### src/hdl/wsrq_pkg.sv
// shared types and constants for the work-stealing ready queues
// no dependencies
`default_nettype none
package wsrq_pkg;
    localparam int MaxWorkers = 16;
    localparam int MaxTasks   = 1024;
    localparam int WW         = $clog2(MaxWorkers);
    localparam int TW         = $clog2(MaxTasks);
    localparam int CW         = TW + 1;
    localparam logic [15:0] LfsrSeed = 16'hACE1;
    localparam logic [15:0] LfsrTaps = 16'hB400;

    // register byte addresses
    localparam logic [1:0] RegNumWorkers = 2'd0;

    typedef enum logic [0:0] {
        CMD_INSERT = 1'b0,
        CMD_TAKE   = 1'b1
    } cmd_t;

    // classified request passed from front to back
    typedef struct packed {
        logic          is_take;
        logic          balanced;
        logic [WW-1:0] worker;
        logic [TW-1:0] task_id;
        logic          at_head;
        logic          refused;
    } req_t;

    // one result beat
    typedef struct packed {
        logic          ok;
        logic [TW-1:0] task_out;
        logic [WW-1:0] worker_out;
        logic [CW-1:0] total_queued;
    } rsp_t;
endpackage
`default_nettype wire

### src/hdl/wsrq_front.sv
// front end: accepts request beats, checks range, picks the target worker except for balanced inserts
// depends on wsrq_pkg
`default_nettype none
module wsrq_front (
    input  wire                     aclk,
    input  wire                     aresetn,
    input  wire                     s_tvalid,
    output logic                    s_tready,
    input  wire  [21:0]             s_tdata,
    input  wire  [wsrq_pkg::WW:0]   n_eff,
    output logic                    q_valid,
    input  wire                     q_ready,
    output wsrq_pkg::req_t          q_req
);
    // one-entry queue to the back end
    logic           full_reg, full_next;
    wsrq_pkg::req_t req_reg, req_next;

    logic [wsrq_pkg::WW-1:0] worker, aff, ch;
    logic                    is_take, is_wk, has_aff;
    wsrq_pkg::req_t          r;

    assign is_take = (s_tdata[0] == wsrq_pkg::CMD_TAKE);
    assign worker  = s_tdata[4:1];
    assign is_wk   = s_tdata[5];
    assign has_aff = s_tdata[16];
    assign aff     = s_tdata[20:17];
    assign ch      = has_aff ? aff : worker;

    // classify the beat
    always_comb begin
        r          = '0;
        r.is_take  = is_take;
        r.task_id  = s_tdata[15:6];
        r.at_head  = s_tdata[21];
        r.worker   = is_take ? worker : ch;
        r.balanced = !is_take && !has_aff && !is_wk;
        if (is_take || !r.balanced) begin
            r.refused = ({1'b0, r.worker} >= n_eff);
        end
    end

    assign s_tready = !full_reg || q_ready;
    assign q_valid  = full_reg;
    assign q_req    = req_reg;

    always_comb begin
        full_next = full_reg;
        req_next  = req_reg;
        if (q_ready) begin
            full_next = 1'b0;
        end
        if (s_tvalid && s_tready) begin
            full_next = 1'b1;
            req_next  = r;
        end
    end

    always_ff @(posedge aclk) begin
        if (!aresetn) begin
            full_reg <= 1'b0;
        end else begin
            full_reg <= full_next;
        end
        req_reg <= req_next;
    end
endmodule
`default_nettype wire

### config.mk
export PLATFORM = sky130hd
export DESIGN_NAME = wsrq_front
export DESIGN_NICKNAME = d
export VERILOG_FILES = /design/src/hdl/wsrq_pkg.sv /design/src/hdl/wsrq_front.sv
export SDC_FILE = /design/constraint.sdc
export NUM_CORES = 1
export LEC_CHECK = 0
export BUFFER_PORTS_ARGS = -buffer_cell sky130_fd_sc_hd__buf_2
export CORE_MARGIN = 4
export CORE_UTILIZATION = 40
export CTS_BUF_LIST = sky130_fd_sc_hd__clkbuf_4 sky130_fd_sc_hd__clkbuf_8 sky130_fd_sc_hd__clkbuf_16
export CTS_CLUSTER_DIAMETER = 80
export DETAILED_ROUTE_END_ITERATION = 10
export PLACE_DENSITY = 0.8
export REMOVE_ABC_BUFFERS = 1
export SYNTH_ARGS = -nofsm -noshare
export SYNTH_HDL_FRONTEND = slang
export SYNTH_SLANG_ARGS = --single-unit
### constraint.sdc
create_clock -name aclk -period 4.8 [get_ports aclk]
set_clock_uncertainty 0.1 [all_clocks]
set_input_delay 0.24 -clock aclk [delete_from_list [all_inputs] [get_ports aclk]]
set_output_delay 0.24 -clock aclk [all_outputs]
set_load 0.1 [all_outputs]
==> results of run 1 <==
-- worst max-delay path, cell delays in order --
cell and delay (ps):
buf_2 130, nor2b_4 170, mux2_2 360, ha_1 260
o21ai_0 150, a21oi_1 70, o31a_1 250
-- Yosys cell counts --
| cell type | count | area, sq um |
|---|---|---|
| edfxtp_1 | 18 | 540.5 |
| mux2_2 | 3 | 33.78 |
| o21ai_0 | 1 | 5.000 |
| nor2_1 | 2 | 7.510 |
| a21boi_0 | 1 | 7.510 |
| and2_1 | 1 | 6.260 |
| dfxtp_1 | 1 | 20.02 |
| mux2i_1 | 1 | 10.01 |
| inv_1 | 5 | 18.77 |
| nand2b_1 | 1 | 6.260 |
| nor3_2 | 2 | 20.02 |
| a21oi_1 | 1 | 5.000 |
| o31a_1 | 1 | 8.760 |
| ha_1 | 4 | 50.05 |
| nor2b_4 | 1 | 13.76 |
-- power by group through the flow --
stage                     sequential [mW]  combinational, mW  clock (mW)
final                               0.196              0.116      0.0796
after global routing                0.197              0.121      0.0911
after CTS                           0.196              0.117      0.0836
after detailed placement            0.200              0.117           0
after global placement              0.200              0.116           0
after floorplan                     0.273             0.0182           0
-- through the flow --
stage,cells,instance area (sq um),utilization (%)
after global placement,118,1035,58.65
final,122,1065,60.35
after floorplan,43,753.2,-
after global routing,122,1065,60.35
after detailed placement,118,1035,58.65
after CTS,122,1065,60.35
-- logic make-up (layout without fill, tap and decap cells) --
logic type	Yosys count	after routing	synth area share (%)
multiplexers	4	4	5.814
buffers and inverters	5	59	2.492
AO/OA/AOI/OAI	4	4	3.488
flip-flops	19	19	74.42
adder cells (fa/ha/maj)	4	4	6.645
AND/OR/NAND/NOR	7	7	7.144
-- per-layer routing --
metal / GRT usage [%] / routed length, um / up-vias
li1: - / - / 266
met1: 9.925 / 519 / 234
met2: 19.92 / 763 / 32
met3: 3.207 / 150 / 4
met4: 7.860 / 31 / 0
met5: 0 / 0 / -
-- sequential cells by signal, summed over array words and instances, names as in the netlist --
register,flops
q_req,18
q_valid,1
-- final cells by class --
cell class,count,share of cell area [%]
Sequential cell,19,52.64
Timing Repair Buffer,50,23.50
Multi-Input combinational cell,19,16.33
Tap cell,25,2.938
Clock buffer,4,2.820
Inverter,5,1.763
-- path summary, 6_finish.rpt --
path,from,cells after the start,slack (ps),end
setup / recovery,s_tdata[0],7,3110,q_req[0]
hold reg to reg,q_valid,2,440,q_valid
setup reg to reg,q_valid,2,3300,q_req[2]
hold / removal,s_tdata[7],1,30,q_req[3]
==> key figures, run 1 <==
Clock network
  – Clock Latency Late Sink: 280 ps
  – CTS max path bufs: 2
  – Hold Buf Count CTS: 0
  – CTS tree: done
  – Post-CTS setup buffers: 0
  – Cts bufs inserted: 3
  – Sink Count: 19
  – CTS H-tree lvls: 1
  – CTS root buffer: clkbuf_4
  – Reg clk slew, reported paths: 90 ps
  – Post-cts gate resize count: 0

STA
  – Final hold violation count: 0
  – Final TNS setup: 0 ps
  – Slew of the pin with the lowest slew margin: 741.4 ps
  – Setup violators final: 0
  – Fin crit share: 35.20%
  – RSZ-0062 raised after global routing: no
  – Setup ws final: 3110 ps
  – Final Critical Period: 1690 ps
  – Max-slew headroom: 50.57%
  – Max-slew violation count: 0
  – Worst hold margin: 26.08 ps
  – Fmax: 0.5918 GHz

Logic synthesis
  – Mean Syn Cell Area: 17.52 sq um
  – Cell Area, Synth: 753.2 sq um
  – Seq cells post-synth: 19
  – Sequential element share of the synthesized area: 74.42%
  – Post-synth cell types: 15
  – YS warnings: 0
  – Gate count of the mapped netlist: 43

Final layout
  – Commonest non-fill, non-tap cell in the layout: buf_2
  – N_diodes: 0
  – Area growth syn-to-layout: 41.36%
  – Proportion of layout cells with a drive suffix above 1: 61.86%
  – Most frequent cells in the layout: buf_2, edfxtp_1, inv_1
  – Filler cell count: 158
  – Multi-input gate area: 173.9 sq um
  – Seq. cell area: 560.5 sq um
  – Nets: 133

Floorplan
  – Die ar.: 0.002641 sq mm
  – Num rows: 15
  – Starting density of the core: 42.70%
  – I/O pins: 51
  – Die X: 51.40 um
  – Core ar.: 0.001764 sq mm
  – Die height: 51.40 um

Setup path
  – CP Launch Type: input port
  – Critical Path Sink Type: register
  – Worst-path maximum fanout: 4
  – Worst path arrival time: 1630 ps
  – Critical path type: input port to register
  – Worst path required time: 4740 ps

Routing
  – DR vias: 536
  – Via density: 4.393
  – Avg WL per Cell: 12.02 um
  – First drt pass iteration count: 3
  – Drt drc: 0
  – Antenna viol nets, final: 0
  – WL final: 1.466 mm
  – Iteration-0 DRC count of the detailed router: 2

Power and ir drop
  – Combinational Power Share: 29.7%
  – Flop pwr share: 50.0%
  – Switch share: 35.04%
  – Pleak: 0.4988 nW
  – Total power: 391.8 uW
  – Total power per unit cell area: 367.9 mW/mm^2
  – Max VDD drop: 0.1596 mV
  – Clock Power Share: 20.3%
  – NetSw: 137.3 uW
  – Int Pwr: 254.5 uW

Place
  – PortBufs: 50
  – Dpl ws: 2807 ps
  – Gpl congestion: 0.7263

Worst hold path
  – HP Class: input port to register

Run status
  – Outcome: finished, final reports clean

GRT
  – Gr usage total: 10.86%
  – First-pass GRT wire length: 2.070 mm
  – Vias in the first global route: 512
  – Largest net degree at the start of global routing: 19
  – Total congestion overflow: 0
  – Antenna violations before repair: 0

Job
  – Max-Cap Viols: 0
No activity file was read; power rests on OpenSTA's default activity.
==> run 2, diff against run 1 <==
--- a/config.mk
+++ b/config.mk
@@ -7,11 +7,11 @@
 export LEC_CHECK = 0
 export BUFFER_PORTS_ARGS = -buffer_cell sky130_fd_sc_hd__buf_2
 export CORE_MARGIN = 4
-export CORE_UTILIZATION = 40
+export CORE_UTILIZATION = 36
 export CTS_BUF_LIST = sky130_fd_sc_hd__clkbuf_4 sky130_fd_sc_hd__clkbuf_8 sky130_fd_sc_hd__clkbuf_16
 export CTS_CLUSTER_DIAMETER = 80
 export DETAILED_ROUTE_END_ITERATION = 10
-export PLACE_DENSITY = 0.8
+export PLACE_DENSITY = 0.77
 export REMOVE_ABC_BUFFERS = 1
 export SYNTH_ARGS = -nofsm -noshare
 export SYNTH_HDL_FRONTEND = slang
==> constraint.sdc (replaced) <==
create_clock -name aclk -period 1.5 [get_ports aclk]
set_clock_uncertainty 0.1 [all_clocks]
set_input_delay 0.075 -clock aclk [delete_from_list [all_inputs] [get_ports aclk]]
set_output_delay 0.075 -clock aclk [all_outputs]
set_load 0.1 [all_outputs]
==> key figures, run 2 (synthesis results as in run 1) <==
Run status
  – Outcome: finished, final reports clean

STA
  – Final TNS setup: 0 ps
  – Fmax: 0.6908 GHz
  – Fin crit share: 96.50%
  – Max-slew violation count: 0
  – Final hold violation count: 0
  – Max-slew headroom: 66.21%
  – Setup violators final: 0
  – Slew of the pin with the lowest slew margin: 510.3 ps
  – RSZ-0062 raised after global routing: no
  – Setup ws final: 52.50 ps
  – Final Critical Period: 1447 ps

Floorplan
  – Die X: 53.74 um
  – Die ar.: 0.002888 sq mm
  – I/O pins: 51
  – Num rows: 16
  – Starting density of the core: 38.01%
  – Die height: 53.74 um
  – Core ar.: 0.001982 sq mm

Power and ir drop
  – Combinational Power Share: 33.3%
  – Max VDD drop: 0.5069 mV
  – Pleak: 0.6022 nW
  – Clock Power Share: 19.3%
  – Switch share: 36.49%
  – Total power per unit cell area: 1022 mW/mm^2
  – Flop pwr share: 47.4%
  – NetSw: 483.6 uW
  – Total power: 1.325 mW
  – Int Pwr: 841.6 uW

Routing
  – Drt drc: 0
  – Iteration-0 DRC count of the detailed router: 12
  – First drt pass iteration count: 4
  – WL final: 2.003 mm
  – Via density: 4.377
  – DR vias: 639
  – Avg WL per Cell: 13.72 um
  – Antenna viol nets, final: 0

Job
  – Max-Cap Viols: 0

Final layout
  – Max reg flops: 18
  – N_diodes: 0
  – Most frequent cells in the layout: buf_2, edfxtp_1, dlygate4sd3_1
  – Nets: 155
  – Proportion of layout cells with a drive suffix above 1: 57.98%
  – Commonest non-fill, non-tap cell in the layout: buf_2
  – Area growth syn-to-layout: 72.09%
  – Final core occ: 65.40%
  – Post-route non-filler standard cell count: 146

Clock network
  – Clock Latency Late Sink: 300 ps
  – CTS H-tree lvls: 1
  – CTS tree: done
  – Reg clk slew, reported paths: 100 ps
  – Sink Count: 19
  – Cts bufs inserted: 3
  – CTS max path bufs: 2
  – CTS root buffer: clkbuf_4

Setup path
  – Critical Path Sink Type: register
  – Critical path type: input port to register
  – CP Launch Type: input port
  – Worst path arrival time: 1400 ps
  – Worst path required time: 1450 ps
  – Worst-path maximum fanout: 4

GRT
  – Total congestion overflow: 0
  – Vias in the first global route: 629
  – Largest net degree at the start of global routing: 12
  – Antenna violations before repair: 0
  – Gr usage total: 13.93%
  – First-pass GRT wire length: 2.691 mm

Place
  – Final HPWL from detailed placement: 1.367 mm
  – Dpl cells: 126
  – PortBufs: 50
  – Dpl ws: -278.5 ps
  – Gpl congestion: 0.6451

Worst hold path
  – HP Class: input port to register
-- run 2: metrics by stage --
step	hold slack [ps]	cell area (sq um)
2_1_floorplan	73.87	753.2
3_3_place_gp	150.9	1082
3_5_place_dp	153.4	1082
4_1_cts	5.652	1260
5_1_grt	4.172	1296
6_report	4.597	1296
-- run 2: worst max-delay path: stages --
cell and delay (ps):
buf_2 120, nor2b_4 160, mux2_2 370, ha_1 300, o21ai_2 70, a21oi_1 60, o31a_1 240
-- run 2: metal layers --
layer	GRT usage, %	routed length, um
met1	12.30	687
met2	27.42	1105
met3	2.216	159
met4	10.21	51
met5	0	0
-- run 2: final cells by class --
| cell class | instances | area, sq um |
|---|---|---|
| Multi-Input combinational cell | 19 | 196.4 |
| Clock inverter | 1 | 5.005 |
| Timing Repair Buffer | 72 | 459.2 |
| Tap cell | 27 | 33.78 |
| Fill cell | 136 | 685.7 |
| Clock buffer | 3 | 22.52 |
| Inverter | 5 | 18.77 |
| Sequential cell | 19 | 560.5 |
-- run 2: worst paths after layout --
path,cells after the start,from,end,slack (ps)
worst min-delay path,2,s_tdata[20],q_req[15],5
worst max register to register,3,q_valid,q_valid,220
worst min register to register,3,q_valid,q_req[12],760
worst max-delay path,7,s_tdata[0],q_req[0],50
-- run 2: power by group through the flow --
stage / Clock (mW) / Sequential (mW) / Combinational [mW]
floorplan: 0 / 0.875 / 0.0583
detailed placement: 0 / 0.639 / 0.389
finish: 0.256 / 0.628 / 0.441
CTS: 0.251 / 0.626 / 0.421
global placement: 0 / 0.638 / 0.384
global route: 0.284 / 0.631 / 0.462
-- run 2: timing repair --
| item | 4_1_cts | 5_1_grt |
|---|---|---|
| endpoints found under the hold margin | 14 | 1 |
| resized for setup | 0 | 7 |
| hold buffers | 15 | 1 |
| endpoints found under the setup margin | 0 | 1 |
| setup buffers | 0 | 0 |
